**src/hw/rtl/vsp_pkg.sv**
```systemverilog
// Shared types, constants and sizes for the VGA scan-out with pixel doubling.
`default_nettype none

package vsp_pkg;

   // Frame store geometry
   localparam int FB_WIDTH  = 320;
   localparam int FB_HEIGHT = 200;
   localparam int FB_DEPTH  = FB_WIDTH * FB_HEIGHT;
   localparam int FB_ADDR_W = (FB_DEPTH > 1) ? $clog2(FB_DEPTH) : 1;
   localparam int PROD_W    = FB_ADDR_W + 10;

   // Raster timing
   localparam int LINE_PIXELS   = 800;
   localparam int TOTAL_LINES   = 525;
   localparam int VISIBLE_LINES = 480;
   localparam int HSYNC_COLS    = 96;
   localparam int PICTURE_START = LINE_PIXELS - 656;
   localparam int PICTURE_COLS  = 640;
   localparam int VSYNC_FIRST   = 490;
   localparam int VSYNC_LAST    = 491;
   localparam int COL_W         = 10;
   localparam int LINE_W        = 10;
   localparam int ACC_W         = 10;

   // Pin byte codes, syncs active low
   localparam logic [7:0] PIN_IDLE   = 8'hC0;
   localparam logic [7:0] PIN_HSYNC  = 8'h80;
   localparam logic [7:0] PIN_VSYNC  = 8'h40;
   localparam logic [7:0] PIN_HVSYNC = 8'h00;
   localparam logic [7:0] COLOR_MASK = 8'h3F;
   localparam int         COLOR_W    = 6;

   // Input function codes
   localparam logic FUNC_TICK  = 1'b0;
   localparam logic FUNC_WRITE = 1'b1;

   // Command queue
   localparam int QUEUE_DEPTH = 4;
   localparam int QUEUE_PTR_W = $clog2(QUEUE_DEPTH);

   typedef enum logic {
      KIND_TICK  = 1'b0,
      KIND_WRITE = 1'b1
   } item_kind_type;

   typedef struct packed {
      item_kind_type          kind;
      logic [FB_ADDR_W-1:0]   addr;
      logic [COLOR_W-1:0]     color;
   } queue_entry_type;

   typedef struct packed {
      logic full;
      logic empty;
   } queue_status_type;

   typedef struct packed {
      logic clearing;
   } back_status_type;

endpackage

`default_nettype wire

```
**src/hw/rtl/vsp_front.sv**
```systemverilog
// Front end: takes input transfers, drops out-of-range writes, forms queue entries.
`default_nettype none

module vsp_front (
   input  wire logic                      req_valid,
   output logic                           req_stall,
   input  wire logic                      req_func,
   input  wire logic [8:0]                req_pixel_x,
   input  wire logic [7:0]                req_pixel_y,
   input  wire logic [7:0]                req_pixel_color,
   input  wire vsp_pkg::queue_status_type q_status,
   input  wire vsp_pkg::back_status_type  back_status,
   output logic                           q_push,
   output vsp_pkg::queue_entry_type       q_push_entry
);

   logic                       accept;
   logic                       in_range;
   logic [vsp_pkg::PROD_W-1:0] wr_addr;

   // Hold the requester while the store is being cleared or the queue is full
   assign req_stall = q_status.full || back_status.clearing;
   assign accept    = req_valid && !req_stall;

   // Classify write coordinates and form the linear store address
   assign in_range = ({1'b0, req_pixel_x} < 10'(vsp_pkg::FB_WIDTH)) &&
                     ({1'b0, req_pixel_y} < 9'(vsp_pkg::FB_HEIGHT));
   assign wr_addr  = vsp_pkg::PROD_W'(req_pixel_y) * vsp_pkg::PROD_W'(vsp_pkg::FB_WIDTH) +
                     vsp_pkg::PROD_W'(req_pixel_x);

   // Drop out-of-range writes; everything else goes to the back end
   always_comb begin
      q_push             = 1'b0;
      q_push_entry.kind  = vsp_pkg::KIND_TICK;
      q_push_entry.addr  = wr_addr[vsp_pkg::FB_ADDR_W-1:0];
      q_push_entry.color = req_pixel_color[vsp_pkg::COLOR_W-1:0];
      if (req_func == vsp_pkg::FUNC_WRITE) begin
         q_push_entry.kind = vsp_pkg::KIND_WRITE;
         q_push            = accept && in_range;
      end else begin
         q_push = accept;
      end
   end

endmodule

`default_nettype wire

```
**config.mk**
```make
export PLATFORM = sky130hd
export DESIGN_NAME = vsp_front
export DESIGN_NICKNAME = d
export VERILOG_FILES = /design/src/hw/rtl/vsp_pkg.sv /design/src/hw/rtl/vsp_front.sv
export SDC_FILE = /design/constraint.sdc
export NUM_CORES = 1
export LEC_CHECK = 0
export BUFFER_PORTS_ARGS = -buffer_cell sky130_fd_sc_hd__clkbuf_2
export CAP_MARGIN = 20
export CORE_MARGIN = 2
export CORE_UTILIZATION = 39
export DETAILED_ROUTE_END_ITERATION = 7
export GPL_TIMING_DRIVEN = 0
export PLACE_DENSITY = 0.86
export SYNTH_ARGS = -nofsm -noshare
export SYNTH_HDL_FRONTEND = slang
export SYNTH_SLANG_ARGS = --single-unit
```
**constraint.sdc**
```tcl
create_clock -name vclk -period 2.3
set_input_delay 0.115 -clock vclk [all_inputs]
set_output_delay 0.115 -clock vclk [all_outputs]
set_load 0.05 [all_outputs]
```
==> impl_metrics.py, run 1 <==
metrics = {
    "clock_tree": {
        "ctsHoldBuffers": 0,
    },
    "timing": {
        "setup_violations": 0,
        "fin_crit_ns": 2.23,
        "hold_viol_final": 0,
        "rsz0062_at_grt": "no",
        "worstMarginPinSlew_ns": 0.475,
        "fmax_mhz": 448,
        "relSlewSlack_pct": 67.9,
        "slew_violations": 0,
        "min_period_over_period_pct": 97.0,
    },
    "drt": {
        "drt-wirelength-per-cell_um": 13.8,
        "drt_drc_violations_left": 0,
        "final_antenna_net_count": 0,
        "routed_wirelength_um": 2020,
        "avgViaCountPerCell": 5.34,
        "firstDrtPassIters": 4,
        "vias": 780,
        "drtIter0Drc": 7,
    },
    "die": {
        "chipWidth_um": 45.4,
        "die_height_um": 45.4,
        "die-area_mm2": 0.00206,
        "start_util_pct": 42.9,
        "rows": 14,
        "ios": 55,
        "coreArea_mm2": 0.00156,
    },
    "min_path": {
        "hold-path-endpoint": "q_push_entry[10]",
        "whs_path_depth": 2,
        "min-delay-start": "req_pixel_x[4]",
        "hold_path.class": "input port to primary output",
    },
    "run": {
        "cap_viol_max_count": 0,
    },
    "cells_and_area": {
        "finalNonFillerCells": 146,
        "final_common_cell": "clkbuf_2",
        "final_cell_mix": "clkbuf_2 (35), buf_4 (19), ha_1 (10), nor2_1 (8), inv_1 (7)",
        "synthToLayoutAreaGrowth_pct": 82.1,
        "design_area_mm2": 0.00122,
        "seq_area_um2": 0,
        "drive_gt1_share_pct": 66.2,
        "final_nets": 179,
        "utilization_pct": 78.2,
        "seq_cell_count": 0,
        "fillers": 91,
        "antennaDiodeCount": 0,
        "nClkBuffers": 0,
    },
    "worst_setup_path": {
        "path_class": "input port to primary output",
        "cp-start-kind": "input port",
        "crit_arrival_ns": 2.12,
        "critPathMaxFanout": 3,
        "cp.required_ns": 2.18,
        "crit_path_end_kind": "primary output",
    },
    "yosys": {
        "synthCells": 83,
        "yosysWarnings": 0,
        "postSynthAreaPerCell_um2": 8.06,
        "synth_nets": 130,
        "syn_area_um2": 669,
        "ys_seq_area_share_pct": 0,
        "synthDistinctLibCells": 25,
    },
    "pwr": {
        "power_uw": 660,
        "p_per_area_mw_per_mm2": 542,
        "leakagePower_nw": 0.607,
        "vdd_drop_max_mv": 0.266,
    },
    "placement": {
        "place_inst": 139,
        "io_buffer_count": 40,
        "gp_congestion": 0.773,
        "dp_hpwl_um": 1350,
        "place_area_um2": 950,
    },
    "global_route": {
        "grt_util_met1_pct": 20.6,
        "grt-ovfl-total": 0,
        "grt_use_total_pct": 17.5,
        "grt_pass1_vias": 665,
        "grt_pass1_wl_um": 2750,
        "grt_max_degree": 7,
        "use_met3_pct": 0.397,
        "grt-busiest-layer": "met2",
        "antenna_found_initial": 0,
        "grtUsageMet2_pct": 35.2,
    },
    "outcome": {
        "outcome": "finished clean",
    },
}
==> worst max path at each step <==
stage	startpoint	endpoint	slack (ns)	cells past startpoint
floorplan	req_pixel_y[1]	q_push_entry[19]	-0.05	7
global placement	req_pixel_y[1]	q_push_entry[20]	-0.32	10
detailed placement	req_pixel_y[1]	q_push_entry[20]	-0.41	10
CTS	req_pixel_y[3]	q_push_entry[21]	-0.04	10
global route	req_pixel_y[1]	q_push_entry[21]	0.0002	10
finish	req_pixel_y[1]	q_push_entry[20]	0.07	10
==> cell type report <==
type / count / area [µm²] / area share (%)
multi-input cells: 63 / 773 / 63.4
repair buffers: 47 / 302 / 24.7
plain buffers: 13 / 97.6 / 8.01
inverters: 7 / 26.3 / 2.16
well taps: 16 / 20.0 / 1.64
==> power breakdown <==
group,internal (mW),switching [mW]
registers,0,0
logic,0.251,0.409
clock network,0,0
==> per-stage QoR <==
step	setup TNS, ns	worst slack [ns]	hold WS [ns]
6_report	0	0.0681	0.558
5_1_grt	0	0.000228	0.560
4_1_cts	-0.0402	-0.0402	0.559
3_5_place_dp	-0.991	-0.408	0.558
3_3_place_gp	-0.845	-0.322	0.558
2_1_floorplan	-0.0800	-0.0496	0.397
==> critical path, stage by stage <==
cell	delay [ns]
buf_8	0.11
ha_4	0.23
ha_4	0.16
fa_2	0.39
a211oi_4	0.25
nor2_2	0.07
xor2_2	0.25
nand3_2	0.17
xnor2_4	0.20
buf_8	0.16
==> synthesized netlist by cell type, drive strengths merged <==
master / n / area share (%)
ha: 15 / 28
buf: 13 / 15
nor2: 9 / 5.0
xnor2: 8 / 10
inv: 7 / 3.9
o21ai: 5 / 3.7
a211oi: 3 / 4.1
a21oi: 3 / 2.2
nand2: 3 / 1.7
xor2: 3 / 3.9
fa: 2 / 6.0
o2111ai: 2 / 3.6
a21o: 1 / 1.1
and3b: 1 / 1.5
nand3: 1 / 0.75
nand4: 1 / 1.9
nor2b: 1 / 0.94
nor3b: 1 / 1.1
o211ai: 1 / 1.1
o311ai: 1 / 1.3
or2: 1 / 0.94
or4b: 1 / 2.1
==> routing by layer <==
layer / wire, µm / part of all wire [%] / vias up
li1: - / - / 372
met1: 815 / 40 / 361
met2: 1020 / 50 / 43
met3: 144 / 7.1 / 4
met4: 40 / 2.0 / 0
met5: 0 / 0 / -
==> repair_timing <==
item,in CTS,in global routing
resized for setup,25,14
setup endpoints to repair,3,3
buffers inserted,3,4
pin swaps,10,11
==> cell families (layout without fill, tap and decap cells) <==
| family | after synthesis | in the layout | synth area share, % |
|---|---|---|---|
| compound gates | 16 | 16 | 17.2 |
| xor+xnor | 11 | 11 | 14.4 |
| fa+ha+maj | 17 | 17 | 34.0 |
| buf+inv | 20 | 67 | 18.5 |
| simple gates | 19 | 19 | 15.9 |
Power figures use the tool's default switching activity.
==> run 2: changes to the inputs <==
==> config.mk (replaced) <==
export PLATFORM = sky130hd
export DESIGN_NAME = vsp_front
export DESIGN_NICKNAME = d
export VERILOG_FILES = /design/src/hw/rtl/vsp_pkg.sv /design/src/hw/rtl/vsp_front.sv
export SDC_FILE = /design/constraint.sdc
export NUM_CORES = 1
export LEC_CHECK = 0
export CAP_MARGIN = 20
export CORE_AREA = 2 2 39 41
export DETAILED_ROUTE_END_ITERATION = 7
export DIE_AREA = 0 0 41 43
export DONT_BUFFER_PORTS = 1
export GPL_TIMING_DRIVEN = 0
export PLACE_DENSITY = 0.7
export SYNTH_ARGS = -nofsm -noshare
export SYNTH_HDL_FRONTEND = slang
export SYNTH_SLANG_ARGS = --single-unit
==> run 2 against run 1 <==
Net effect:
- flip-flop and latch count is the same
- core utilization shrank 13 points
- combinational power shrank 21%
- highest routed layer is now met3
- critical path type unchanged
- cell count down 32%
- worst setup slack improved by 0.0065 ns
- power fell by 21%
- non-clock buffer count fell by 46
- sequential share of layout area stayed put
- cell area decreased by 26%
==> impl_metrics.py, run 2 (same netlist as run 1, synthesis figures left out) <==
metrics = {
    "global_route": {
        "grt_pass1_wl_um": 2200,
        "antenna_found_initial": 0,
        "grt_max_degree": 7,
        "grt-ovfl-total": 0,
        "use_met3_pct": 0,
        "grt_util_met1_pct": 21.0,
        "grt-busiest-layer": "met2",
        "grt_use_total_pct": 16.6,
        "grtUsageMet2_pct": 30.9,
        "grt_pass1_vias": 515,
    },
    "die": {
        "coreArea_mm2": 0.00138,
        "ios": 55,
        "rows": 14,
        "chipWidth_um": 41,
        "start_util_pct": 48.4,
        "die-area_mm2": 0.00176,
        "die_height_um": 43,
    },
    "worst_setup_path": {
        "critPathMaxFanout": 3,
        "cp.required_ns": 2.18,
        "crit_arrival_ns": 2.11,
        "cp-start-kind": "input port",
        "crit_path_end_kind": "primary output",
        "path_class": "input port to primary output",
    },
    "cells_and_area": {
        "antennaDiodeCount": 0,
        "nClkBuffers": 0,
        "final_cell_mix": "buf_4 (14), ha_1 (10), nor2_1 (8), inv_1 (7), ha_4 (4)",
        "seq_cell_count": 0,
        "final_common_cell": "buf_4",
        "finalNonFillerCells": 100,
        "drive_gt1_share_pct": 47.6,
        "final_nets": 133,
        "seq_area_um2": 0,
        "synthToLayoutAreaGrowth_pct": 34.0,
    },
    "placement": {
        "dp_hpwl_um": 1110,
        "io_buffer_count": 0,
        "place_inst": 99,
        "gp_congestion": 0.844,
    },
    "drt": {
        "drt_drc_violations_left": 0,
        "avgViaCountPerCell": 5.89,
        "vias": 589,
        "drt-wirelength-per-cell_um": 14.1,
        "firstDrtPassIters": 4,
        "drtIter0Drc": 3,
        "final_antenna_net_count": 0,
        "routed_wirelength_um": 1410,
    },
    "pwr": {
        "leakagePower_nw": 0.398,
        "p_per_area_mw_per_mm2": 581,
        "vdd_drop_max_mv": 0.352,
        "power_uw": 522,
    },
    "clock_tree": {
        "ctsHoldBuffers": 0,
    },
    "min_path": {
        "whs_path_depth": 2,
        "hold-path-endpoint": "q_push",
        "min-delay-start": "req_valid",
        "hold_path.class": "input port to primary output",
    },
    "timing": {
        "fmax_mhz": 449,
        "relSlewSlack_pct": 25.1,
        "fin_crit_ns": 2.23,
        "worstMarginPinSlew_ns": 1.12,
        "min_period_over_period_pct": 96.8,
        "slew_violations": 0,
        "hold_viol_final": 0,
        "setup_violations": 0,
    },
    "run": {
        "cap_viol_max_count": 0,
    },
    "outcome": {
        "outcome": "finished clean",
    },
}
run 2: stage by stage:
step                      area, µm²  setup WS, ns  utilization, %  setup TNS [ns]  hold slack [ns]
after CTS                       837       0.00147            60.5               0            0.390
after detailed placement        754        -0.217            54.5          -0.518            0.390
final                           897        0.0747            64.8               0            0.388
after global placement          749        -0.234            54.2          -0.563            0.398
after floorplan                 729       -0.0496               -         -0.0800            0.397
after global routing            897       -0.0104            64.8         -0.0104            0.398
run 2: metal layers:
| metal | up-vias | share of wire (%) |
|---|---|---|
| met5 | - | 0 |
| met4 | 0 | 0 |
| met3 | 0 | 6.3 |
| met2 | 28 | 56 |
| met1 | 281 | 38 |
| li1 | 280 | - |
run 2: cell type report:
| type | instances | area, µm² |
|---|---|---|
| well taps | 16 | 20.0 |
| fillers | 110 | 487 |
| inverters | 7 | 26.3 |
| repair buffers | 1 | 7.51 |
| plain buffers | 13 | 97.6 |
| multi-input cells | 63 | 746 |
run 2: worst max-delay path, cell delays in order:
cell	delay (ns)
ha_4	0.22
ha_4	0.17
fa_2	0.44
a211oi_4	0.29
nor2_2	0.07
xor2_2	0.21
nand4_2	0.20
xnor2_4	0.39
run 2: power by group:
group / switching, mW / total [mW] / leakage [nW] / internal (mW)
clock: 0 / 0 / 0 / 0
combinational: 0.356 / 0.522 / 0.398 / 0.166
sequential: 0 / 0 / 0 / 0
run 2: worst max-delay path by stage:
stage	startpoint	endpoint	slack, ns	cells past startpoint
2_1_floorplan	req_pixel_y[1]	q_push_entry[19]	-0.05	7
5_1_grt	req_pixel_y[1]	q_push_entry[21]	-0.01	8
6_report	req_pixel_y[1]	q_push_entry[21]	0.07	8
4_1_cts	req_pixel_y[2]	q_push_entry[21]	0.001	7
3_5_place_dp	req_pixel_y[1]	q_push_entry[19]	-0.22	7
3_3_place_gp	req_pixel_y[1]	q_push_entry[19]	-0.23	7
run 2: repair_timing:
| action | in CTS | in global routing |
|---|---|---|
| endpoints found under the setup margin | 3 | 4 |
| resized for setup | 10 | 10 |
| buffers inserted | 1 | 0 |
| pin swaps | 4 | 8 |
==> run 3: changes to the inputs <==
--- a/config.mk
+++ b/config.mk
@@ -11,7 +11,7 @@
 export DIE_AREA = 0 0 41 43
 export DONT_BUFFER_PORTS = 1
 export GPL_TIMING_DRIVEN = 0
-export PLACE_DENSITY = 0.7
+export PLACE_DENSITY = 0.73
 export SYNTH_ARGS = -nofsm -noshare
 export SYNTH_HDL_FRONTEND = slang
 export SYNTH_SLANG_ARGS = --single-unit
==> constraint.sdc (replaced) <==
create_clock -name vclk -period 1.9
set_input_delay 0.285 -clock vclk [all_inputs]
set_output_delay 0.285 -clock vclk [all_outputs]
set_load 0.05 [all_outputs]
==> run 3 against run 2 <==
Net effect:
- highest routed layer unchanged
- via count rose by 1.2%
- the flow now finishes with violations (setup timing)
- combinational power is 44% higher
- sequential share of layout area stayed put
==> impl_metrics.py, run 3 (same netlist as run 1, synthesis figures left out) <==
metrics = {
    "die": {
        "chipWidth_um": 41,
        "die-area_mm2": 0.00176,
        "rows": 14,
        "start_util_pct": 48.4,
        "coreArea_mm2": 0.00138,
        "ios": 55,
        "die_height_um": 43,
    },
    "timing": {
        "fmax_mhz": 401,
        "hold_slack_ns": 0.677,
        "rsz0062_at_grt": "yes",
        "min_period_over_period_pct": 131,
        "fin_setup_tns_ns": -2.35,
        "slew_violations": 0,
        "hold_viol_final": 0,
        "worst_slack_ns": -0.596,
        "fin_crit_ns": 2.50,
        "relSlewSlack_pct": 55.8,
        "worstMarginPinSlew_ns": 0.660,
        "setup_violations": 6,
    },
    "worst_setup_path": {
        "path_class": "input port to primary output",
        "crit_arrival_ns": 2.21,
        "cp.required_ns": 1.62,
        "crit_path_end_kind": "primary output",
        "critPathMaxFanout": 3,
        "cp-start-kind": "input port",
        "cp-startpoint": "req_pixel_y[3]",
    },
    "clock_tree": {
        "ctsHoldBuffers": 0,
    },
    "min_path": {
        "min-delay-start": "req_func",
        "whs_path_depth": 1,
        "hold-path-endpoint": "q_push",
        "hold_path.class": "input port to primary output",
    },
    "cells_and_area": {
        "seq_cell_count": 0,
        "final_nets": 140,
        "final_common_cell": "buf_4",
        "finalNonFillerCells": 107,
        "drive_gt1_share_pct": 62.6,
        "antennaDiodeCount": 0,
        "synthToLayoutAreaGrowth_pct": 59.4,
        "final_cell_mix": "buf_4 (20), ha_1 (8), inv_1 (7)",
        "seq_area_um2": 0,
        "nClkBuffers": 0,
    },
    "outcome": {
        "outcome": "finished with violations",
        "violations": "setup timing",
    },
    "global_route": {
        "grt_use_total_pct": 19.9,
        "grt_max_degree": 7,
        "grt_pass1_vias": 588,
        "grt_pass1_wl_um": 2570,
        "grt-ovfl-total": 0,
        "antenna_found_initial": 0,
    },
    "pwr": {
        "leakagePower_nw": 0.449,
        "vdd_drop_max_mv": 0.328,
        "power_uw": 754,
        "p_per_area_mw_per_mm2": 706,
    },
    "drt": {
        "routed_wirelength_um": 1560,
        "final_antenna_net_count": 0,
        "vias": 596,
        "avgViaCountPerCell": 5.57,
        "drtIter0Drc": 3,
        "drt_drc_violations_left": 0,
        "firstDrtPassIters": 4,
        "drt-wirelength-per-cell_um": 14.6,
    },
    "run": {
        "cap_viol_max_count": 0,
    },
    "placement": {
        "dp_hpwl_um": 1250,
        "io_buffer_count": 0,
        "gp_congestion": 0.749,
        "place_inst": 99,
    },
}
[run 3: cell types whose count changed in the layout (fill, tap and decap cells not counted), moves of 2 or more]
cell	previous run	this run
buf_4	14	20
xnor2_4	3	6
ha_1	10	8
ha_4	4	6
nand2_1	3	1
nand2_2	0	2
nor2_1	8	6
xnor2_1	3	1
[run 3: worst max-delay path: stages]
cell and delay (ns):
ha_1 0.31, ha_4 0.28, o21ai_1 0.10, or4b_4 0.50
o2111ai_4 0.16, nand4_4 0.17, xnor2_4 0.40
[run 3: what timing repair did]
item,in CTS,in global routing
buffers inserted,7,2
gates resized for setup,11,4
pin swaps,15,8
setup endpoints to repair,8,6
[run 3: stage by stage]
stage / util, % / cell area [µm²] / setup slack, ns
global placement: 64.2 / 888 / -0.756
finish: 77.1 / 1070 / -0.596
detailed placement: 64.2 / 888 / -0.775
floorplan: - / 868 / -0.680
CTS: 74.7 / 1030 / -0.561
global route: 77.1 / 1070 / -0.690
[run 3: area by class of cell]
type | count | area, µm²
well taps | 16 | 20.0
inverters | 7 | 26.3
multi-input cells | 63 | 860
plain buffers | 13 | 97.6
repair buffers | 8 | 63.8
fillers | 96 | 317
[run 3: how the worst max path moves through the flow]
stage / end / slack [ns] / cells past startpoint
final: q_push_entry[21] / -0.60 / 7
after global routing: q_push_entry[21] / -0.69 / 8
after CTS: q_push_entry[20] / -0.56 / 8
after detailed placement: q_push_entry[21] / -0.77 / 7
after global placement: q_push_entry[21] / -0.76 / 8
after floorplan: q_push_entry[21] / -0.68 / 8
[run 3: metal layers]
layer	wire [µm]	global-route usage (%)	part of all wire, %
met1	566	24.3	36
met2	873	37.5	56
met3	117	1.57	7.5
met4	0	0	0
met5	0	0	0
[run 3: power by group]
part           leakage, nW  switching [mW]  total [mW]  internal (mW)
Sequential               0               0           0              0
Combinational        0.449           0.479       0.754          0.274
Clock                    0               0           0              0
Total                0.449           0.479       0.754          0.274
