### config.mk
export PLATFORM = sky130hd
export DESIGN_NAME = vsp_queue
export DESIGN_NICKNAME = d
export VERILOG_FILES = /design/src/hw/rtl/vsp_pkg.sv /design/src/hw/rtl/vsp_queue.sv
export SDC_FILE = /design/constraint.sdc
export NUM_CORES = 1
export LEC_CHECK = 0
export ABC_CLOCK_PERIOD_IN_PS = 2650
export BUFFER_PORTS_ARGS = -buffer_cell sky130_fd_sc_hd__buf_4
export CORE_MARGIN = 2
export CORE_UTILIZATION = 47
export DETAILED_ROUTE_END_ITERATION = 7
export GPL_TIMING_DRIVEN = 0
export PLACE_DENSITY = 0.66
export SLEW_MARGIN = 20
export SYNTH_ARGS = -nofsm -noshare
export SYNTH_HDL_FRONTEND = slang
export SYNTH_SLANG_ARGS = --single-unit
### constraint.sdc
create_clock -name clock -period 2.65 [get_ports clock]
set_clock_uncertainty 0.05 [all_clocks]
set_input_delay 0.1325 -clock clock [delete_from_list [all_inputs] [get_ports clock]]
set_output_delay 0.1325 -clock clock [all_outputs]
set_load 0.01 [all_outputs]
### src/hw/rtl/vsp_pkg.sv
// Shared types, constants and sizes for the VGA scan-out with pixel doubling.
`default_nettype none

package vsp_pkg;

   // Frame store geometry
   localparam int FB_WIDTH  = 320;
   localparam int FB_HEIGHT = 200;
   localparam int FB_DEPTH  = FB_WIDTH * FB_HEIGHT;
   localparam int FB_ADDR_W = (FB_DEPTH > 1) ? $clog2(FB_DEPTH) : 1;
   localparam int PROD_W    = FB_ADDR_W + 10;

   // Raster timing
   localparam int LINE_PIXELS   = 800;
   localparam int TOTAL_LINES   = 525;
   localparam int VISIBLE_LINES = 480;
   localparam int HSYNC_COLS    = 96;
   localparam int PICTURE_START = LINE_PIXELS - 656;
   localparam int PICTURE_COLS  = 640;
   localparam int VSYNC_FIRST   = 490;
   localparam int VSYNC_LAST    = 491;
   localparam int COL_W         = 10;
   localparam int LINE_W        = 10;
   localparam int ACC_W         = 10;

   // Pin byte codes, syncs active low
   localparam logic [7:0] PIN_IDLE   = 8'hC0;
   localparam logic [7:0] PIN_HSYNC  = 8'h80;
   localparam logic [7:0] PIN_VSYNC  = 8'h40;
   localparam logic [7:0] PIN_HVSYNC = 8'h00;
   localparam logic [7:0] COLOR_MASK = 8'h3F;
   localparam int         COLOR_W    = 6;

   // Input function codes
   localparam logic FUNC_TICK  = 1'b0;
   localparam logic FUNC_WRITE = 1'b1;

   // Command queue
   localparam int QUEUE_DEPTH = 4;
   localparam int QUEUE_PTR_W = $clog2(QUEUE_DEPTH);

   typedef enum logic {
      KIND_TICK  = 1'b0,
      KIND_WRITE = 1'b1
   } item_kind_type;

   typedef struct packed {
      item_kind_type          kind;
      logic [FB_ADDR_W-1:0]   addr;
      logic [COLOR_W-1:0]     color;
   } queue_entry_type;

   typedef struct packed {
      logic full;
      logic empty;
   } queue_status_type;

   typedef struct packed {
      logic clearing;
   } back_status_type;

endpackage

`default_nettype wire

### src/hw/rtl/vsp_queue.sv
// Short command queue between the front end and the back end.
`default_nettype none

module vsp_queue (
   input  wire logic                      clock,
   input  wire logic                      reset,
   input  wire logic                      push,
   input  wire vsp_pkg::queue_entry_type  push_entry,
   input  wire logic                      pop,
   output vsp_pkg::queue_entry_type       pop_entry,
   output vsp_pkg::queue_status_type      status
);

   vsp_pkg::queue_entry_type           entries_ff [vsp_pkg::QUEUE_DEPTH];
   logic [vsp_pkg::QUEUE_PTR_W-1:0]    wr_ptr_ff, wr_ptr_in;
   logic [vsp_pkg::QUEUE_PTR_W-1:0]    rd_ptr_ff, rd_ptr_in;
   logic [vsp_pkg::QUEUE_PTR_W:0]      count_ff, count_in;
   logic                               do_push;
   logic                               do_pop;

   assign status.full  = (count_ff == (vsp_pkg::QUEUE_PTR_W+1)'(vsp_pkg::QUEUE_DEPTH));
   assign status.empty = (count_ff == '0);
   assign do_push      = push && !status.full;
   assign do_pop       = pop && !status.empty;
   assign pop_entry    = entries_ff[rd_ptr_ff];

   // Advance pointers and occupancy
   always_comb begin
      wr_ptr_in = wr_ptr_ff;
      rd_ptr_in = rd_ptr_ff;
      count_in  = count_ff;
      if (do_push) begin
         wr_ptr_in = (wr_ptr_ff == vsp_pkg::QUEUE_PTR_W'(vsp_pkg::QUEUE_DEPTH - 1)) ?
                     '0 : wr_ptr_ff + 1'b1;
      end
      if (do_pop) begin
         rd_ptr_in = (rd_ptr_ff == vsp_pkg::QUEUE_PTR_W'(vsp_pkg::QUEUE_DEPTH - 1)) ?
                     '0 : rd_ptr_ff + 1'b1;
      end
      if (do_push && !do_pop) begin
         count_in = count_ff + 1'b1;
      end else if (do_pop && !do_push) begin
         count_in = count_ff - 1'b1;
      end
   end

   always_ff @(posedge clock) begin
      if (reset) begin
         wr_ptr_ff <= '0;
         rd_ptr_ff <= '0;
         count_ff  <= '0;
      end else begin
         wr_ptr_ff <= wr_ptr_in;
         rd_ptr_ff <= rd_ptr_in;
         count_ff  <= count_in;
      end
   end

   // Store the pushed entry
   always_ff @(posedge clock) begin
      if (do_push) begin
         entries_ff[wr_ptr_ff] <= push_entry;
      end
   end

endmodule

`default_nettype wire

==> impl_metrics.yaml, run 1 <==
sta:
  setup-violations-final: 0
  finalHoldViolations: 0
  tightestPinTransition_ps: 651
  drv_slew: 0
  worst_slew_margin_relative_to_its_limit: 0.566
  maxClockFrequency_mhz: 421
  final.period_utilization: 0.897
  final_layout_setup_total_negative_slack_ps: 0
  final_critical_path_time_including_i_o_delays_and_setup_ps: 2380
  rsz0062_at_grt: "false"
critical_path:
  worst-r2r-setup-slack_ps: 270
  worst_r2r_startpoint: "count_ff[0]$_SDFFE_PP0P_"
  timing.critical_path.to_type: "flop"
  cp.required_ps: 2890
  critical_path_arrival_ps: 2610
  worst-path-max-fanout: 7
  reg2reg_to: "count_ff[2]$_SDFFE_PP0P_"
  cp-start-kind: "flop"
  number_of_cells_on_the_worst_reg_to_reg_path: 10
  critPathKind: "flop to flop"
finish:
  fin_cells: 362
  post_route_cells_drive_above_1_share: 0.388
  final_net_count: 289
  syn_to_final_growth_pct: 24.0
  antennaDiodeCount: 0
  finish.utilization: 0.607
power:
  lkg_pwr_uw: 0.00164
  power_density_mw_per_mm2: 823
  vdd_ir_drop_max_uv: 393
logic_synthesis:
  netlist_area_sq_mm: 0.00380
  synth_area_in_compound_gates: 0.0132
  synth_fa_ha_area_frac: 0.0250
  yosysWarnings: 0
  post_synth_xor_area_fraction: 0.00461
  post_synth_mux_area_share: 0.141
  synthesis.nets: 204
  synth_sequential_area_ratio: 0.774
  ys_types: 27
  synth-seq-cells: 101
  synthesis.instances: 170
  avgSynthCellArea_sq_um: 22.4
  synth_top_family_by_area: "multiplexers"
  synth_simple_gate_area_frac: 0.0247
drt:
  wirelength_met1_um: 2600
  antenna_left: 0
  remaining_drc_errors: 0
  routed_wire_length_per_instance_um: 16.6
  wl_um: 6010
  top_layer: "met4"
  met3_length_um: 208
  route.vias.total: 1838
  met2_layer_wire_length_in_the_routed_design_um: 3100
  firstDrtPassIters: 4
  post_drt_via_cell_ratio: 5.08
  drt-initial-drc-count: 58
die:
  floorplan.die_area_sq_mm: 0.00883
  start_util: 0.490
  floorplan.rows: 32
  dieWidth_um: 94.0
  floorplan_die_height_um: 94.0
  boundaryPins: 52
  core_sq_mm: 0.00777
cts:
  cts-buffers-inserted: 9
  clkSinkCount: 101
  cts_setup_buffers: 0
  worst_skew_pair.late_latency_ps: 350
  cts.root.buffer_cell: "sky130_fd_sc_hd__clkbuf_8"
  cts_max_level: 3
  tritoncts_clock_tree: "done"
  max-clock-path-buffers: 2
  worst_setup_hold_path_clk_slew_ps: 90
min_path:
  min_from: "reset"
  timing.hold.worst_path_depth: 2
  hold_path.class: "input pin to flop"
  timing.hold.worst_endpoint: "count_ff[1]$_SDFFE_PP0P_"
grt:
  pin_count_of_the_biggest_net_entering_global_routing: 24
  grtUsageTotal: 0.151
  grt_overflow: 0
  grt_pass1_wl_um: 9580
  via_count_of_the_first_global_routing_pass: 1910
  initial_antenna_violation_count: 0
placement:
  place.gp.congestion: 0.687
  place.port_buffers: 50
  detailedPlacementHpwl_um: 3680
  placed_cell_count: 322
outcome:
  status: "complete, no violations"
job:
  max_cap_violations: 0
==> what timing repair did <==
item / in CTS / in global routing
hold endpoints to repair: 93 / 0
hold buffers: 24 / 0
resized for setup: 0 / 0
==> state kept, by name (all words and copies together) (netlist names), named ones only <==
register / flops
entries_ff: 92
count_ff: 3
rd_ptr_ff: 2
wr_ptr_ff: 2
==> synthesized netlist by cell type <==
cell type / number / area (sq um)
sky130_fd_sc_hd__o31ai_2: 2 / 25.0
sky130_fd_sc_hd__fa_1: 1 / 20.0
sky130_fd_sc_hd__mux4_2: 23 / 518
sky130_fd_sc_hd__nor2_2: 1 / 6.26
sky130_fd_sc_hd__clkinv_4: 1 / 8.76
sky130_fd_sc_hd__dfxtp_1: 9 / 180
sky130_fd_sc_hd__mux2i_1: 2 / 20.0
sky130_fd_sc_hd__o21ai_0: 1 / 5.00
sky130_fd_sc_hd__nand2_1: 1 / 3.75
sky130_fd_sc_hd__edfxtp_1: 92 / 2760
sky130_fd_sc_hd__buf_1: 2 / 7.51
sky130_fd_sc_hd__buf_4: 2 / 15.0
sky130_fd_sc_hd__ha_1: 6 / 75.1
sky130_fd_sc_hd__nand3_1: 2 / 10.0
sky130_fd_sc_hd__xor2_1: 2 / 17.5
sky130_fd_sc_hd__nor2_1: 3 / 11.3
sky130_fd_sc_hd__clkbuf_1: 1 / 3.75
sky130_fd_sc_hd__buf_2: 1 / 5.00
sky130_fd_sc_hd__o21ai_1: 1 / 5.00
sky130_fd_sc_hd__nor3_1: 2 / 10.0
sky130_fd_sc_hd__or3b_1: 1 / 8.76
sky130_fd_sc_hd__and3_2: 4 / 30.0
sky130_fd_sc_hd__a21oi_1: 3 / 15.0
sky130_fd_sc_hd__inv_1: 4 / 15.0
sky130_fd_sc_hd__buf_6: 1 / 11.3
sky130_fd_sc_hd__or3_1: 1 / 6.26
sky130_fd_sc_hd__or3_2: 1 / 7.51
==> final cells by class <==
type | instances | area [sq um]
multi-input combinational | 57 | 795
inverter | 5 | 23.8
tap | 102 | 128
clock inverter | 6 | 43.8
timing repair buffer | 74 | 616
sequential | 101 | 2940
clock buffer | 10 | 128
buffer | 7 | 42.5
fill | 606 | 3050
==> where the power goes <==
group	internal (uW)	leakage [uW]	total, uW	switching (uW)
clock	349	0.0000875	858	510
combinational	560	0.000639	1030	470
sequential	1930	0.000917	2000	66.7
total	2840	0.00164	3880	1050
==> routing by layer <==
metal | track usage | vias up
li1 | - | 865
met1 | 0.189 | 927
met2 | 0.251 | 37
met3 | 0.0321 | 9
met4 | 0.0761 | 0
met5 | 0 | -
==> worst max-delay path, cell delays in order (launching register included) <==
cell	delay (ps)
sky130_fd_sc_hd__dfxtp_1	450
sky130_fd_sc_hd__or3b_1	170
sky130_fd_sc_hd__buf_6	130
sky130_fd_sc_hd__clkinv_4	50
sky130_fd_sc_hd__nor2_2	120
sky130_fd_sc_hd__ha_1	200
sky130_fd_sc_hd__inv_1	60
sky130_fd_sc_hd__fa_1	370
sky130_fd_sc_hd__xor2_1	150
sky130_fd_sc_hd__or3_2	400
sky130_fd_sc_hd__a21oi_1	150
==> how the worst max path moves through the flow <==
| stage | to | cells past startpoint | slack (ps) | startpoint |
|---|---|---|---|---|
| after floorplan | count_ff[2]$_SDFFE_PP0P_ | 10 | 430 | count_ff[0]$_SDFFE_PP0P_ |
| after global placement | count_ff[2]$_SDFFE_PP0P_ | 10 | 310 | count_ff[0]$_SDFFE_PP0P_ |
| after detailed placement | count_ff[2]$_SDFFE_PP0P_ | 10 | 270 | count_ff[0]$_SDFFE_PP0P_ |
| after CTS | count_ff[2]$_SDFFE_PP0P_ | 10 | 250 | count_ff[0]$_SDFFE_PP0P_ |
| after global routing | count_ff[2]$_SDFFE_PP0P_ | 10 | 100 | count_ff[0]$_SDFFE_PP0P_ |
| final | count_ff[2]$_SDFFE_PP0P_ | 10 | 270 | count_ff[0]$_SDFFE_PP0P_ |
==> cells in the final DEF (no fill, tap or decap), drive strengths merged <==
| master | count |
|---|---|
| a21oi | 3 |
| and3 | 4 |
| buf | 56 |
| clkbuf | 11 |
| clkinv | 3 |
| clkinvlp | 1 |
| dfxtp | 9 |
| dlygate4sd3 | 24 |
| edfxtp | 92 |
| fa | 1 |
| ha | 6 |
| inv | 7 |
| mux2i | 2 |
| mux4 | 23 |
| nand2 | 1 |
| nand3 | 2 |
| nor2 | 4 |
| nor3 | 2 |
| o21ai | 2 |
| o31ai | 2 |
| or3 | 2 |
| or3b | 1 |
| xor2 | 2 |
==> through the flow <==
stage          setup WS (ps)  cell area [sq um]  hold slack (ps)  power, uW
3_5_place_dp             267               4310              287       3060
2_1_floorplan            426               3800              181       2650
5_1_grt                  105               4720             99.5       4080
3_3_place_gp             307               4310              284       3050
6_report                 272               4720             73.9       3880
4_1_cts                  246               4720             59.2       3940
==> cell families after synthesis <==
group	count (synthesis)
XOR/XNOR	2
flip-flops	101
AND/OR/NAND/NOR	16
AO/OA/AOI/OAI	7
adder cells (fa/ha/maj)	7
multiplexers	25
buffers and inverters	12
Note: power is estimated with default switching activity, not from simulation.
==> run 2, diff against run 1 <==
--- a/config.mk
+++ b/config.mk
@@ -5,8 +5,8 @@
 export SDC_FILE = /design/constraint.sdc
 export NUM_CORES = 1
 export LEC_CHECK = 0
-export ABC_CLOCK_PERIOD_IN_PS = 2650
 export BUFFER_PORTS_ARGS = -buffer_cell sky130_fd_sc_hd__buf_4
+export CORE_ASPECT_RATIO = 1.5
 export CORE_MARGIN = 2
 export CORE_UTILIZATION = 47
 export DETAILED_ROUTE_END_ITERATION = 7
==> constraint.sdc (replaced) <==
create_clock -name clock -period 2.45 [get_ports clock]
set_clock_uncertainty 0.05 [all_clocks]
set_input_delay 0.1225 -clock clock [delete_from_list [all_inputs] [get_ports clock]]
set_output_delay 0.1225 -clock clock [all_outputs]
set_load 0.01 [all_outputs]
==> run 2 against run 1 <==
  * Design area up 1.8%
  * Fmax grew 4.4%
  * Global-route usage is 0.18 points lower
  * Sequential share of layout area down 1.0 points
  * Core utilization shrank 0.41 points
  * Final cell count rose by 0.55%
  * Critical path depth stayed put
  * First-iteration DRC count increased to 2.8 times the previous value
  * Worst setup slack worse by 100 ps
  * Critical path type unchanged
  * Critical endpoint unchanged
  * Highest routed layer unchanged
==> impl_metrics.yaml, run 2 (synthesis gave the netlist of run 1 again) <==
critical_path:
  critical_path_buf_inv_count: 3
  critPathKind: "flop to flop"
  critical_path.cell_chain: "or3b_1 -> buf_6 -> clkinv_4 -> nor2_2 -> ha_1 -> inv_1 -> fa_1 -> xor2_1 -> or3_2 -> a21oi_1"
  reg2reg_to: "count_ff[2]$_SDFFE_PP0P_"
  worst-path-max-fanout: 7
  worst_r2r_startpoint: "count_ff[2]$_SDFFE_PP0P_"
  path_delay_family: "simple AND/OR/NAND/NOR gates"
  timing.critical_path.to_type: "flop"
  critical_path_arrival_ps: 2490
  critical-path-max-stage-delay_ps: 400
  number_of_cells_on_the_worst_reg_to_reg_path: 10
  cp.required_ps: 2660
  worst-r2r-setup-slack_ps: 170
  cp_slowest_cell: "sky130_fd_sc_hd__or3_2"
  timing.critical_path.from: "count_ff[2]$_SDFFE_PP0P_"
  cp-start-kind: "flop"
finish:
  post_route_cells_drive_above_1_share: 0.386
  syn_to_final_growth_pct: 26.2
  top_regs: "entries_ff (92), count_ff (3)"
  n_fill_cell: 600
  final_net_count: 288
  mostFrequentLayoutCells: "92 x sky130_fd_sc_hd__edfxtp_1, 52 x sky130_fd_sc_hd__buf_4, 23 x sky130_fd_sc_hd__mux4_2, 23 x sky130_fd_sc_hd__dlygate4sd3_1, 9 x sky130_fd_sc_hd__clkbuf_16"
  mostFrequentLayoutCell: "sky130_fd_sc_hd__edfxtp_1"
  antennaDiodeCount: 0
  largest-register: "entries_ff"
  finish.utilization: 0.603
  number_of_flip_flops_in_the_largest_register: 92
drt:
  wl_um: 6020
  route.vias.total: 1833
  routed_wire_length_per_instance_um: 16.5
  drt-initial-drc-count: 161
  antenna_left: 0
  post_drt_via_cell_ratio: 5.04
  remaining_drc_errors: 0
  firstDrtPassIters: 4
grt:
  initial_antenna_violation_count: 0
  via_count_of_the_first_global_routing_pass: 1961
  grtUsageTotal: 0.150
  grt_pass1_wl_um: 9740
  pin_count_of_the_biggest_net_entering_global_routing: 24
  grt_overflow: 0
power:
  vdd_ir_drop_max_uv: 538
  lkg_pwr_uw: 0.00168
  power.clock.fraction: 0.269
  switching_fraction: 0.250
  p_int_uw: 3370
  power.share.combinational: 0.248
  power_density_mw_per_mm2: 935
  power.sequential.fraction: 0.482
  total_power_uw: 4490
  power_switching_uw: 1120
cts:
  cts-buffers-inserted: 9
  cts_max_level: 3
  cts.root.buffer_cell: "sky130_fd_sc_hd__clkbuf_16"
  worst_skew_pair.late_latency_ps: 330
  worst_setup_hold_path_clk_slew_ps: 60
  tritoncts_clock_tree: "done"
  clkSinkCount: 101
  max-clock-path-buffers: 2
die:
  start_util: 0.478
  boundaryPins: 52
  core_sq_mm: 0.00796
  floorplan.die_area_sq_mm: 0.00884
  dieWidth_um: 77.5
  floorplan_die_height_um: 114
  floorplan.rows: 40
min_path:
  timing.hold.worst_path_depth: 3
  hold_path.class: "input pin to flop"
  timing.hold.worst_endpoint: "wr_ptr_ff[0]$_SDFFE_PP0P_"
  min_from: "push"
sta:
  worst_slew_margin_relative_to_its_limit: 0.571
  setup-violations-final: 0
  hold_ws_ps: 27.3
  finalHoldViolations: 0
  tightestPinTransition_ps: 643
  rsz0062_at_grt: "false"
  drv_slew: 0
  maxClockFrequency_mhz: 439
  final_critical_path_time_including_i_o_delays_and_setup_ps: 2280
  final.period_utilization: 0.930
  final_layout_setup_total_negative_slack_ps: 0
placement:
  place.port_buffers: 50
  detailedPlacementHpwl_um: 3920
  place.gp.congestion: 0.699
outcome:
  status: "complete, no violations"
job:
  max_cap_violations: 0
[run 2: cell count changes in the layout (fill, tap and decap cells not counted), sizes merged]
cell | previous run | this run
inv | 7 | 4
dlygate4sd3 | 24 | 23
clkbuf | 11 | 10
clkinv | 3 | 7
[run 2: power by group through the flow]
stage / registers [uW] / clock network, uW / logic [uW]
floorplan: 2180 / 0 / 687
global placement: 2190 / 0 / 1110
detailed placement: 2200 / 0 / 1110
CTS: 2170 / 1240 / 1150
global route: 2180 / 1300 / 1220
finish: 2170 / 1210 / 1110
[run 2: how the worst max path moves through the flow]
stage,endpoint,slack [ps],cells after the start
after CTS,count_ff[2]$_SDFFE_PP0P_,70,10
after global placement,count_ff[2]$_SDFFE_PP0P_,90,10
after floorplan,count_ff[2]$_SDFFE_PP0P_,230,10
after detailed placement,count_ff[2]$_SDFFE_PP0P_,80,10
final,count_ff[2]$_SDFFE_PP0P_,170,10
after global routing,count_ff[2]$_SDFFE_PP0P_,50,10
[run 2: cell type report]
type                       instances  area, sq um  share of cell area
multi-input combinational         57          795               0.165
clock buffer                       9          225              0.0469
inverter                           5         23.8             0.00495
timing repair buffer              73          606               0.126
sequential                       101         2950               0.613
tap                              105          131              0.0274
clock inverter                     7         32.5             0.00678
buffer                             7         42.5             0.00886
[run 2: layer usage]
layer  vias to the layer above  wire (um)  global-route usage
met1                       913       2340               0.178
met3                         7        269              0.0418
met5                         -          0                   0
met2                        48       3330               0.263
met4                         0         80              0.0500
li1                        865          -                   -
[run 2: per-stage QoR]
step / instances / cell area (sq um) / setup slack (ps)
2_1_floorplan: 170 / 3800 / 226
3_3_place_gp: 325 / 4310 / 94.4
3_5_place_dp: 325 / 4310 / 79.5
4_1_cts: 364 / 4800 / 65.1
5_1_grt: 364 / 4800 / 49.2
6_report: 364 / 4800 / 173
[run 2: tightest hold or removal path: cells and delay by family]
family	cells	cell delay (ps)
buffers and inverters	1	110
AND/OR/NAND/NOR	1	80
AO/OA/AOI/OAI	1	60
[run 2: repair_timing]
item	CTS	global route
setup buffers	0	0
endpoints found under the setup margin	0	1
hold endpoints to repair	92	0
gates resized for setup	0	2
hold buffers	23	0
==> run 3, diff against run 2 <==
==> constraint.sdc (replaced) <==
create_clock -name clock -period 2.82 [get_ports clock]
set_clock_uncertainty 0.05 [all_clocks]
set_input_delay 0.141 -clock clock [delete_from_list [all_inputs] [get_ports clock]]
set_output_delay 0.141 -clock clock [all_outputs]
set_load 0.01 [all_outputs]
==> run 3 against run 2 <==
  * Total power fell by 13%
  * Count of clock-buffer cells in the layout stayed put
  * Sequential power decreased by 13%
  * Critical path depth unchanged
  * Critical path type unchanged
  * Worst setup slack better by 290 ps
  * Largest cell class unchanged
  * Final cell count did not move
  * Core utilization is essentially flat
  * Flip-flop and latch count is the same
  * Hold slack improved by 19 ps
  * Global-route usage did not move
  * Highest routed layer unchanged
==> impl_metrics.yaml, run 3 (synthesis gave the netlist of run 1 again) <==
grt:
  initial_antenna_violation_count: 0
  grt_pass1_wl_um: 9740
  grt_overflow: 0
  pin_count_of_the_biggest_net_entering_global_routing: 24
  grtUsageTotal: 0.150
  via_count_of_the_first_global_routing_pass: 1961
finish:
  final_net_count: 288
  n_fill_cell: 600
  multi_input_comb_area_sq_um: 795
  syn_to_final_growth_pct: 26.2
  largest-register: "entries_ff"
  number_of_flip_flops_in_the_largest_register: 92
  antennaDiodeCount: 0
  mostFrequentLayoutCells: "92 x sky130_fd_sc_hd__edfxtp_1, 52 x sky130_fd_sc_hd__buf_4, 23 x sky130_fd_sc_hd__mux4_2, 23 x sky130_fd_sc_hd__dlygate4sd3_1"
  top_regs: "entries_ff (92), count_ff (3)"
  ff_latch_area_sq_mm: 0.00294
  mostFrequentLayoutCell: "sky130_fd_sc_hd__edfxtp_1"
  post_route_cells_drive_above_1_share: 0.378
die:
  floorplan_die_height_um: 114
  boundaryPins: 52
  floorplan.die_area_sq_mm: 0.00884
  dieWidth_um: 77.5
  core_sq_mm: 0.00796
  start_util: 0.478
  floorplan.rows: 40
power:
  power_density_mw_per_mm2: 812
  power.share.combinational: 0.248
  vdd_ir_drop_max_uv: 467
  power.clock.fraction: 0.270
  p_int_uw: 2920
  power.sequential.fraction: 0.482
  power_switching_uw: 974
  switching_fraction: 0.250
  lkg_pwr_uw: 0.00168
  total_power_uw: 3900
cts:
  clkSinkCount: 101
  cts_max_level: 3
  cts_resized: 0
  cts-buffers-inserted: 9
  tritoncts_clock_tree: "done"
  worst_setup_hold_path_clk_slew_ps: 60
  max-clock-path-buffers: 2
  cts.root.buffer_cell: "sky130_fd_sc_hd__clkbuf_16"
  worst_skew_pair.late_latency_ps: 330
drt:
  route.vias.total: 1833
  antenna_left: 0
  wl_um: 6020
  post_drt_via_cell_ratio: 5.04
  drt-initial-drc-count: 161
  routed_wire_length_per_instance_um: 16.5
  firstDrtPassIters: 4
  remaining_drc_errors: 0
sta:
  rsz0062_at_grt: "false"
  finalHoldViolations: 0
  tightestPinTransition_ps: 643
  maxClockFrequency_mhz: 425
  drv_slew: 0
  final.period_utilization: 0.835
  final_critical_path_time_including_i_o_delays_and_setup_ps: 2350
  setup-violations-final: 0
  worst_slew_margin_relative_to_its_limit: 0.571
  final_layout_setup_total_negative_slack_ps: 0
critical_path:
  critical_path_arrival_ps: 2560
  worst-path-max-fanout: 7
  cp-start-kind: "flop"
  critPathKind: "flop to flop"
  cp.required_ps: 3030
  timing.critical_path.to_type: "flop"
placement:
  detailedPlacementHpwl_um: 3920
  place.gp.congestion: 0.699
  place.port_buffers: 50
job:
  max_cap_violations: 0
min_path:
  hold_path.class: "input pin to flop"
outcome:
  status: "complete, no violations"
-- run 3: per-layer routing --
metal	routed length (um)	track usage
met5	0	0
met4	80	0.0500
met3	269	0.0418
met2	3330	0.263
met1	2340	0.178
-- run 3: path summary, 6_finish.rpt --
check,start,endpoint,slack [ps],cells past startpoint
worst max-delay path,count_ff[0]$_SDFFE_PP0P_,count_ff[2]$_SDFFE_PP0P_,470,10
worst min-delay path,push,wr_ptr_ff[0]$_SDFFE_PP0P_,50,3
worst max register to register,count_ff[0]$_SDFFE_PP0P_,count_ff[2]$_SDFFE_PP0P_,470,10
worst min register to register,rd_ptr_ff[0]$_SDFFE_PP0P_,rd_ptr_ff[0]$_SDFFE_PP0P_,460,2
-- run 3: cell type report --
type / count / share of cell area
multi-input cells: 57 / 0.166
flip-flops and latches: 101 / 0.613
clock buffers: 9 / 0.0469
inverters: 5 / 0.00495
repair buffers: 73 / 0.126
clock inverters: 7 / 0.00678
plain buffers: 7 / 0.00887
well taps: 105 / 0.0274
-- run 3: critical path: stages, from the launching register on --
cell and delay [ps]:
sky130_fd_sc_hd__dfxtp_1 450, sky130_fd_sc_hd__or3b_1 170, sky130_fd_sc_hd__buf_6 130, sky130_fd_sc_hd__clkinv_4 50, sky130_fd_sc_hd__nor2_2 130, sky130_fd_sc_hd__ha_1 200
sky130_fd_sc_hd__inv_1 60, sky130_fd_sc_hd__fa_1 370, sky130_fd_sc_hd__xor2_1 150, sky130_fd_sc_hd__or3_2 400, sky130_fd_sc_hd__a21oi_1 140
-- run 3: power groups by stage --
stage | Sequential (uW) | Combinational (uW) | Clock, uW
after floorplan | 1890 | 597 | 0
after global placement | 1900 | 963 | 0
after detailed placement | 1910 | 968 | 0
after CTS | 1880 | 997 | 1080
after global routing | 1900 | 1060 | 1130
final | 1880 | 968 | 1050
-- run 3: timing repair --
action	4_1_cts	5_1_grt
buffers inserted	0	0
hold buffers	23	0
hold endpoints to repair	92	0
-- run 3: stage by stage --
| step | util | worst slack [ps] | instance area (sq um) | instances | hold WS (ps) |
|---|---|---|---|---|---|
| detailed placement | 0.542 | 450 | 4310 | 325 | 293 |
| global placement | 0.542 | 464 | 4310 | 325 | 293 |
| floorplan | - | 596 | 3800 | 170 | 190 |
| CTS | 0.603 | 435 | 4800 | 364 | 36.0 |
| global route | 0.603 | 324 | 4800 | 364 | 55.5 |
| finish | 0.603 | 465 | 4800 | 364 | 45.8 |
